==> src/hdl/mts_pkg.sv <==
// Shared types and constant tables for the melody tone sequencer.
// No dependencies; the core and the testbench take this package in.
package mts_pkg;

  typedef enum logic [1:0] {
    ACT_TICK  = 2'd0,
    ACT_LOAD  = 2'd1,
    ACT_START = 2'd2,
    ACT_STOP  = 2'd3
  } action_t;

  localparam int NUM_W   = 19;
  localparam int DIV_W   = 13;
  localparam int PITCHES = 14;

  // 240 times the pitch frequency in hertz, the dividend of the note length.
  localparam logic [NUM_W-1:0] NOTE_SCALE [PITCHES] = '{
    19'(240 * 523),  19'(240 * 587),  19'(240 * 659),  19'(240 * 698),
    19'(240 * 784),  19'(240 * 880),  19'(240 * 988),  19'(240 * 1047),
    19'(240 * 1175), 19'(240 * 1319), 19'(240 * 1397), 19'(240 * 1568),
    19'(240 * 1760), 19'(240 * 1976)
  };

  // Pitch numbers outside one to fourteen are pinned to the nearest end.
  function automatic logic [3:0] pitch_sel(input logic [3:0] pitch);
    logic [3:0] sel;
    if (pitch == 4'd0) begin
      sel = 4'd0;
    end else if (pitch == 4'd15) begin
      sel = 4'd13;
    end else begin
      sel = pitch - 4'd1;
    end
    return sel;
  endfunction

endpackage

==> src/hdl/mts_if.sv <==
// Valid/ready channel interfaces for the command and result words.
// Stand-alone; used by melody_tone_sequencer_core.
interface mts_req_if;
  logic       valid;
  logic       ready;
  logic [1:0] action;
  logic [7:0] entry_index;
  logic [3:0] entry_note;
  logic [4:0] entry_length;
  logic [7:0] start_speed;

  modport source(output valid, action, entry_index, entry_note, entry_length, start_speed,
                 input ready);
  modport sink(input valid, action, entry_index, entry_note, entry_length, start_speed,
               output ready);
endinterface

interface mts_rsp_if;
  logic        valid;
  logic        ready;
  logic        buzzer_level;
  logic [15:0] reload_value;
  logic        playing;

  modport source(output valid, buzzer_level, reload_value, playing, input ready);
  modport sink(input valid, buzzer_level, reload_value, playing, output ready);
endinterface

==> src/hdl/melody_tone_sequencer_core.sv <==
// Melody tone sequencer: note memory, tick sequencer and serial note-length divider.
// Depends on mts_pkg and the channel interfaces in mts_if.sv.
//
// Each command word on req gives exactly one result word on rsp. Load words write
// a note entry, start latches the tempo and begins play, stop ends play, and a tick
// toggles the buzzer while the gate is open and steps the sequencer. Loads, starts,
// stops and ordinary ticks go from idle straight to done. A tick that begins a new
// note registers the 5 by 8 bit product of length code and tempo in a multiply state,
// then a restoring divider forms the 19-bit quotient for the note length one quotient
// bit per cycle. A new word is taken only once the previous one has finished; a result
// that waits to be taken does not block the next word until that one finishes.
module melody_tone_sequencer_core #(
  parameter int MELODY_DEPTH = 256,
  parameter int CLOCK_HZ     = 12000000
) (
  input  logic         clk,
  input  logic         rst,
  input  logic         cfg_wr_en,
  input  logic [8:0]   cfg_wr_data,
  mts_req_if.sink      req,
  mts_rsp_if.source    rsp
);
  import mts_pkg::*;

  localparam int ADDR_W    = $clog2(MELODY_DEPTH);
  localparam int CNT_W     = $clog2(NUM_W);
  localparam int CLK_DIV12 = CLOCK_HZ / 12;

  localparam logic [15:0] RELOAD_TABLE [PITCHES] = '{
    16'(65536 - CLK_DIV12 / 1046), 16'(65536 - CLK_DIV12 / 1174),
    16'(65536 - CLK_DIV12 / 1318), 16'(65536 - CLK_DIV12 / 1396),
    16'(65536 - CLK_DIV12 / 1568), 16'(65536 - CLK_DIV12 / 1760),
    16'(65536 - CLK_DIV12 / 1976), 16'(65536 - CLK_DIV12 / 2094),
    16'(65536 - CLK_DIV12 / 2350), 16'(65536 - CLK_DIV12 / 2638),
    16'(65536 - CLK_DIV12 / 2794), 16'(65536 - CLK_DIV12 / 3136),
    16'(65536 - CLK_DIV12 / 3520), 16'(65536 - CLK_DIV12 / 3952)
  };

  typedef enum logic [3:0] {
    S_IDLE = 4'b0001,
    S_MUL  = 4'b0010,
    S_DIV  = 4'b0100,
    S_DONE = 4'b1000
  } state_t;

  state_t state;

  // Latched command word.
  action_t    act_r;
  logic [7:0] idx_r;
  logic [3:0] note_r;
  logic [4:0] len_r;
  logic [7:0] speed_r;

  // Sequencer state.
  logic [8:0]  melody_length;
  logic [8:0]  position;
  logic [15:0] tick_count;
  logic [15:0] note_ticks;
  logic [15:0] sound_ticks;
  logic        gate_on;
  logic        play_flag;
  logic [7:0]  tempo;
  logic [15:0] current_reload;
  logic        pin_level;

  // Note memory: pitch in the top four bits, length code below.
  logic [8:0] entry_mem [MELODY_DEPTH];
  logic [8:0] rd_entry;

  // Divider.
  logic [NUM_W-1:0] div_q;
  logic [DIV_W-1:0] div_rem;
  logic [DIV_W-1:0] div_d;
  logic [CNT_W-1:0] div_cnt;
  logic             div_zero;
  logic [15:0]      new_reload;

  // Result register.
  logic        rsp_valid;
  logic        rsp_buzzer;
  logic [15:0] rsp_reload;
  logic        rsp_playing;

  logic        accept;
  logic        slot_free;
  logic        commit;
  logic        begin_now;
  logic        pos_in_range;
  logic        load_in_range;
  logic [3:0]  sel;
  logic [4:0]  code;
  logic [DIV_W:0] rem_sh;
  logic        rem_ge;
  logic [15:0] nt_final;
  logic [15:0] st_final;
  logic [15:0] tc_inc;
  logic        pin_after;
  logic        play_after;

  assign req.ready        = (state == S_IDLE);
  assign accept           = req.valid && req.ready;
  assign slot_free        = !rsp_valid || rsp.ready;
  assign commit           = (state == S_DONE) && slot_free;
  assign pos_in_range     = 32'(position) < MELODY_DEPTH;
  assign load_in_range    = 32'(idx_r) < MELODY_DEPTH;

  // A tick begins a note only while playing, within the melody, between notes.
  assign begin_now = (action_t'(req.action) == ACT_TICK) && play_flag &&
                     (position < melody_length) && (tick_count == 16'd0);

  assign sel  = pitch_sel(pos_in_range ? rd_entry[8:5] : 4'd0);
  assign code = pos_in_range ? rd_entry[4:0] : 5'd0;

  assign rem_sh = {div_rem, div_q[NUM_W-1]};
  assign rem_ge = rem_sh >= {1'b0, div_d};

  assign nt_final = div_zero ? 16'hFFFF : div_q[15:0];
  assign st_final = nt_final - {2'b00, nt_final[15:2]};
  assign tc_inc   = tick_count + 16'd1;

  always_comb begin
    pin_after  = pin_level;
    play_after = play_flag;
    case (act_r)
      ACT_TICK: begin
        pin_after = gate_on ? ~pin_level : 1'b1;
        if (play_flag && !(position < melody_length)) begin
          play_after = 1'b0;
        end
      end
      ACT_START: play_after = 1'b1;
      ACT_STOP:  play_after = 1'b0;
      default: ;
    endcase
  end

  always_ff @(posedge clk) begin
    if (commit && (act_r == ACT_LOAD) && load_in_range) begin
      entry_mem[ADDR_W'(idx_r)] <= {note_r, len_r};
    end
    rd_entry <= entry_mem[ADDR_W'(position)];
  end

  always_ff @(posedge clk) begin
    if (accept) begin
      act_r   <= action_t'(req.action);
      idx_r   <= req.entry_index;
      note_r  <= req.entry_note;
      len_r   <= req.entry_length;
      speed_r <= req.start_speed;
    end
    if (state == S_MUL) begin
      div_d      <= {8'd0, code} * {5'd0, tempo};
      div_zero   <= (code == 5'd0) || (tempo == 8'd0);
      div_q      <= NOTE_SCALE[sel];
      div_rem    <= '0;
      div_cnt    <= '0;
      new_reload <= RELOAD_TABLE[sel];
    end else if (state == S_DIV) begin
      div_q   <= {div_q[NUM_W-2:0], rem_ge};
      div_rem <= rem_ge ? DIV_W'(rem_sh - {1'b0, div_d}) : rem_sh[DIV_W-1:0];
      div_cnt <= div_cnt + 1'b1;
    end
    if (commit) begin
      rsp_buzzer  <= pin_after;
      rsp_reload  <= current_reload;
      rsp_playing <= play_after;
    end
  end

  always_ff @(posedge clk) begin
    if (rst) begin
      state          <= S_IDLE;
      melody_length  <= 9'd240;
      position       <= '0;
      tick_count     <= '0;
      note_ticks     <= '0;
      sound_ticks    <= '0;
      gate_on        <= 1'b1;
      play_flag      <= 1'b0;
      tempo          <= 8'd48;
      current_reload <= 16'hFF00;
      pin_level      <= 1'b1;
      rsp_valid      <= 1'b0;
    end else begin
      if (cfg_wr_en) begin
        melody_length <= cfg_wr_data;
      end
      if (rsp.ready && !commit) begin
        rsp_valid <= 1'b0;
      end
      case (state)
        S_IDLE: begin
          if (accept) begin
            state <= begin_now ? S_MUL : S_DONE;
          end
        end
        S_MUL: state <= S_DIV;
        S_DIV: begin
          if (div_cnt == CNT_W'(NUM_W - 1)) begin
            state <= S_DONE;
          end
        end
        S_DONE: begin
          if (slot_free) begin
            state     <= S_IDLE;
            rsp_valid <= 1'b1;
            case (act_r)
              ACT_TICK: begin
                pin_level <= pin_after;
                if (!play_flag) begin
                  position    <= '0;
                  tick_count  <= '0;
                  note_ticks  <= '0;
                  sound_ticks <= '0;
                  gate_on     <= 1'b0;
                end else if (!(position < melody_length)) begin
                  play_flag <= 1'b0;
                end else if (tick_count == 16'd0) begin
                  current_reload <= new_reload;
                  note_ticks     <= nt_final;
                  sound_ticks    <= st_final;
                  gate_on        <= 1'b1;
                  tick_count     <= 16'd1;
                end else if (tick_count == note_ticks) begin
                  tick_count <= '0;
                  position   <= position + 9'd1;
                end else begin
                  tick_count <= tc_inc;
                  if (tc_inc == sound_ticks) begin
                    gate_on <= 1'b0;
                  end
                end
              end
              ACT_START: begin
                tempo     <= speed_r;
                play_flag <= 1'b1;
              end
              ACT_STOP: begin
                gate_on   <= 1'b0;
                play_flag <= 1'b0;
              end
              default: ;
            endcase
          end
        end
        default: state <= S_IDLE;
      endcase
    end
  end

  assign rsp.valid        = rsp_valid;
  assign rsp.buzzer_level = rsp_buzzer;
  assign rsp.reload_value = rsp_reload;
  assign rsp.playing      = rsp_playing;

endmodule

==> src/flat_wrapper.sv <==
// flat-port wrapper written by rule: the top's interface ports become plain ports
module melody_tone_sequencer_core_flat import mts_pkg::*;
#(
  parameter int MELODY_DEPTH = 256,
  parameter int CLOCK_HZ     = 12000000
)
  (clk, rst, cfg_wr_en, cfg_wr_data, req_valid, req_action, req_entry_index, req_entry_note, req_entry_length, req_start_speed, req_ready, rsp_valid, rsp_buzzer_level, rsp_reload_value, rsp_playing, rsp_ready);
  mts_req_if req_i ();
  mts_rsp_if rsp_i ();
  input  logic clk;
  input  logic rst;
  input  logic cfg_wr_en;
  input  logic [8:0] cfg_wr_data;
  input wire logic [$bits(req_i.valid)-1:0] req_valid;
  input wire logic [$bits(req_i.action)-1:0] req_action;
  input wire logic [$bits(req_i.entry_index)-1:0] req_entry_index;
  input wire logic [$bits(req_i.entry_note)-1:0] req_entry_note;
  input wire logic [$bits(req_i.entry_length)-1:0] req_entry_length;
  input wire logic [$bits(req_i.start_speed)-1:0] req_start_speed;
  output wire logic [$bits(req_i.ready)-1:0] req_ready;
  output wire logic [$bits(rsp_i.valid)-1:0] rsp_valid;
  output wire logic [$bits(rsp_i.buzzer_level)-1:0] rsp_buzzer_level;
  output wire logic [$bits(rsp_i.reload_value)-1:0] rsp_reload_value;
  output wire logic [$bits(rsp_i.playing)-1:0] rsp_playing;
  input wire logic [$bits(rsp_i.ready)-1:0] rsp_ready;
  assign req_i.valid = req_valid;
  assign req_i.action = req_action;
  assign req_i.entry_index = req_entry_index;
  assign req_i.entry_note = req_entry_note;
  assign req_i.entry_length = req_entry_length;
  assign req_i.start_speed = req_start_speed;
  assign req_ready = req_i.ready;
  assign rsp_valid = rsp_i.valid;
  assign rsp_buzzer_level = rsp_i.buzzer_level;
  assign rsp_reload_value = rsp_i.reload_value;
  assign rsp_playing = rsp_i.playing;
  assign rsp_i.ready = rsp_ready;
  melody_tone_sequencer_core #(.MELODY_DEPTH(MELODY_DEPTH), .CLOCK_HZ(CLOCK_HZ)) u_core (.clk(clk), .rst(rst), .cfg_wr_en(cfg_wr_en), .cfg_wr_data(cfg_wr_data), .req(req_i), .rsp(rsp_i));
endmodule
==> config.mk <==
export PLATFORM = sky130hd
export DESIGN_NAME = melody_tone_sequencer_core_flat
export DESIGN_NICKNAME = d
export VERILOG_FILES = /design/src/hdl/mts_pkg.sv /design/src/hdl/mts_if.sv /design/src/hdl/melody_tone_sequencer_core.sv /design/src/flat_wrapper.sv
export SDC_FILE = /design/constraint.sdc
export NUM_CORES = 2
export LEC_CHECK = 0
export BUFFER_PORTS_ARGS = -buffer_cell sky130_fd_sc_hd__buf_2
export CAP_MARGIN = 20
export CORE_MARGIN = 2
export CORE_UTILIZATION = 25
export DETAILED_ROUTE_END_ITERATION = 8
export GPL_TIMING_DRIVEN = 0
export MAX_ROUTING_LAYER = met4
export PLACE_DENSITY = 0.37
export REMOVE_ABC_BUFFERS = 1
export SETUP_SLACK_MARGIN = 0.02
export SLEW_MARGIN = 25
export SYNTH_ARGS = -nofsm -noshare
export SYNTH_HDL_FRONTEND = slang
export SYNTH_SLANG_ARGS = --single-unit
==> constraint.sdc <==
create_clock -name clk -period 3.9 [get_ports clk]
set_input_delay 1.17 -clock clk [delete_from_list [all_inputs] [get_ports clk]]
set_output_delay 1.17 -clock clk [all_outputs]
set_load 0.005 [all_outputs]
==> summary.txt <==
Worst hold path
  • Worst Min Path Start: u_core.current_reload[2]$_SDFFE_PP0P_
  • Hold endpoint: u_core.rsp.reload_value[2]$_DFFE_PP_
  • Cells on Worst Hold Path: 0
  • Worst hold path class: register to register

Route
  • DRT Wirelength: a little over 300000 um
  • DR vias/cell: 4.65
  • Detailed Routing Iterations Pass 1: 5
  • Avg WL per Cell: 28.2 um
  • Final ANT Viol Nets: 0
  • DRC violations left: 0
  • Vias: around 51000
  • Initial DRC Count: between 4000 and 5000

Critical path
  • CP Cell Sequence: or4b_4, nor2_4, nand3_1, nor2_1, nand2_2, nor2_2
  • Critical Path AT: between 4 and 5 ns
  • Worst Reg-to-Reg Cells: 6
  • Crit Path Max Fanout: 16
  • WS Path Type: register to register
  • Startpoint Class: register
  • Crit. End Element: register
  • Max stage delay on crit path: approximately 0.75 ns
  • CP max-delay cell: nor2_2
  • Reg2reg end: u_core.entry_mem[231][1]$_DFFE_PP_
  • Worst Path Required: around 4.4 ns
  • Reg-to-reg slack, setup: -0.29 ns
  • R2r startpoint: u_core.state[0]$_SDFFE_PP1P_
  • CP startpoint: u_core.state[0]$_SDFFE_PP1P_

Clocking
  • CTS max path bufs: 4
  • CTS tree: yes
  • Hold Buf Count CTS: 0
  • Root cell of the clock tree: clkbuf_16
  • Clock transition at path regs: roughly 0.060 ns
  • TritonCTS Buffers: roughly 280
  • Clock Latency Late Sink: between 0.8 and 0.9 ns
  • CTS Sinks: about 2500
  • H-tree depth: 5

STA
  • Final Cycle Share: 108%
  • Setup tns final: -90.89 ns
  • Final slew viol count: 0
  • Slew @ Worst Pin: 1.06 ns
  • # setup viols final: 1247
  • Worst Skew: 0.0694 ns
  • Final setup margin: -0.295 ns
  • Tmin final: ~4.2 ns
  • Hold Violations, Final: 0
  • RSZ-0062 raised after global routing: yes
  • Fmax: between 200 and 250 MHz
  • Slew margin rel.: approximately 29%

Power and ir drop
  • Overall power: roughly 0.057 W
  • Peak VDD IR: a little under 0.0003 V
  • Pwr/cell area: 469 nW/um^2
  • Pleak: roughly 37 nW

Global routing
  • Wire length of the first global-routing pass: 434000 um
  • GR Overflow Total: 0
  • Number of global-route vias before repair: 53051
  • Global-route usage over all layers: 15.5%
  • Antenna violations before repair: 18
  • GR Layer Usage met1: 21.5%
  • M2 GR Usage: 24.5%
  • Top Usage Layer GRT: met2
  • Global Route met3 Usage: 2.03%
  • Largest net degree at the start of global routing: between 50 and 60

Finish
  • Area Overhead vs Synth: 21.4%
  • Share of layout cells above drive strength 1: 30.2%
  • Nets: around 5700
  • Final core utilization: between 30% and 40%
  • Layout filler cell count: ~39000
  • Fin area: 121000 um^2

Placed design
  • Placed cell area: ~110000 um^2
  • Pre-CTS setup slack: -2.02 ns
  • IO buf count: 54
  • Dpl hpwl: ~200000 um
  • GPL Wtd Cong: 0.733

Logic synthesis
  • Post-synthesis register bit count: around 2500
  • Top post-synthesis cells by area: edfxtp_1 72%, mux4_2 14%, dfxtp_1 2.4%, nor2_1 1.4%, ha_1 0.84%
  • Yosys Warn Count: 0
  • Post-synth top flop: edfxtp_1
  • Synth Area per Inst: between 15 and 20 um^2
  • FFs w/ async S/R, synth: 0%
  • Post-Syn Area: approximately 100000 um^2
  • Post-synth EDFFs: between 2000 and 2500
  • Seq/Total Area, Yosys: approximately 74%
  • Yosys top cell area share: a little under three quarters
  • Netlist cell types: slightly below 80
  • Top-count cell post-synth: edfxtp_1
  • Largest area contributor in the netlist: edfxtp_1
  • Synthesized instance count: between 5000 and 6000
  • Synth top cells by count: 2386 x edfxtp_1, 616 x mux4_2, 383 x nor2_1

Outcome
  • Status: complete, but fails checks
  • Failing checks: setup timing

Floorplan
  • Initial Util: roughly 25%
  • Core footprint: 399000 um^2
  • Die X: about 640 um
  • Die height: between 600 and 700 um
  • Site Rows: between 200 and 250
  • Num ports: 61
  • DIE AREA: ~410000 um^2

Run
  • Max cap viols: 0
==> state kept, by name, indices dropped and copies added (netlist names), 9 cells and up <==
register	flops
u_core.div_q	19
u_core.melody_length	9
u_core.rsp.reload_value	10
u_core.sound_ticks	16
u_core.div_d	13
u_core.entry_mem	2304
u_core.current_reload	10
u_core.note_ticks	16
u_core.rd_entry	9
u_core.div_rem	13
u_core.tick_count	16
u_core.position	9
u_core.new_reload	10
==> routing by layer <==
metal | vias to the layer above | share of wire, %
met5 | - | 0
met4 | 0 | 1.9
met3 | 356 | 4.0
met2 | 1115 | 48
met1 | 27813 | 46
li1 | 21916 | -
==> critical path, delay by kind of cell, from the launching register on <==
kind | cells | cell delay, ns
flops | 1 | 0.34
simple gates | 6 | 3.48
==> kinds of logic (layout without fill, tap and decap cells) <==
logic type	count (synthesis)	after routing	synth area share, %
AO/OA/AOI/OAI	552	552	3.76
XOR/XNOR	70	70	0.613
adder cells (fa/ha/maj)	87	87	1.24
buffers and inverters	393	949	1.94
flip-flops	2505	2505	74.0
multiplexers	669	669	14.4
other	1	14	0.00375
AND/OR/NAND/NOR	893	895	4.07
==> cell usage in the layout (no fill, tap or decap), types with 62 or more instances in the layout <==
| cell type | netlist | layout |
|---|---|---|
| edfxtp_1 | 2386 | 2386 |
| mux4_2 | 616 | 616 |
| clkbuf_16 | 0 | 290 |
| nor2_2 | 1 | 178 |
| nand2_1 | 184 | 165 |
| nor2_1 | 383 | 149 |
| a21oi_1 | 138 | 133 |
| buf_8 | 0 | 118 |
| dfxtp_1 | 119 | 110 |
| inv_1 | 93 | 91 |
| a22oi_1 | 93 | 91 |
| buf_16 | 0 | 78 |
| o21ai_0 | 73 | 69 |
| clkinv_1 | 0 | 68 |
| ha_1 | 67 | 67 |
| clkbuf_1 | 153 | 62 |
==> final cells by class <==
cell class	instances	area [um^2]	share of cell area, %
antenna	8	20.0	0.0165
clock buffer	352	7490	6.17
clock inverter	138	1050	0.868
inverter	93	349	0.287
multi-input combinational	2279	25800	21.3
sequential	2505	74100	61.0
tap	5265	6590	5.42
timing repair buffer	366	6080	5.00
==> power breakdown <==
group | internal [W] | switching (W) | leakage [nW] | total [W]
logic | 0.000507 | 0.00121 | 10.3 | 0.00172
clock network | 0.0145 | 0.0109 | 4.18 | 0.0254
registers | 0.0297 | 0.0000777 | 22.4 | 0.0298
==> worst max-delay path by stage <==
stage / to / cells past startpoint / slack [ns]
6_report: u_core.entry_mem[231][1]$_DFFE_PP_ / 6 / -0.29
5_1_grt: u_core.entry_mem[231][6]$_DFFE_PP_ / 6 / -0.32
4_1_cts: u_core.entry_mem[120][2]$_DFFE_PP_ / 6 / -0.22
3_5_place_dp: u_core.rd_entry[4]$_DFF_P_ / 14 / -2.02
3_3_place_gp: u_core.rd_entry[7]$_DFF_P_ / 7 / -52.18
2_1_floorplan: u_core.rd_entry[7]$_DFF_P_ / 7 / -22.17
==> through the flow <==
stage | hold WS (ns) | instances
after floorplan | 0.408 | 4875
after global placement | 0.420 | 10194
after detailed placement | 0.420 | 10448
after CTS | 0.436 | 10996
after global routing | 0.454 | 11001
final | 0.432 | 11006
==> what timing repair did <==
action	4_1_cts	5_1_grt
gates resized for setup	311	26
endpoints found under the hold margin	0	0
pin swaps	24	3
setup endpoints to repair	2322	1878
buffers inserted	34	2
gates cloned	24	0
No activity file was read; power rests on OpenSTA's default activity.
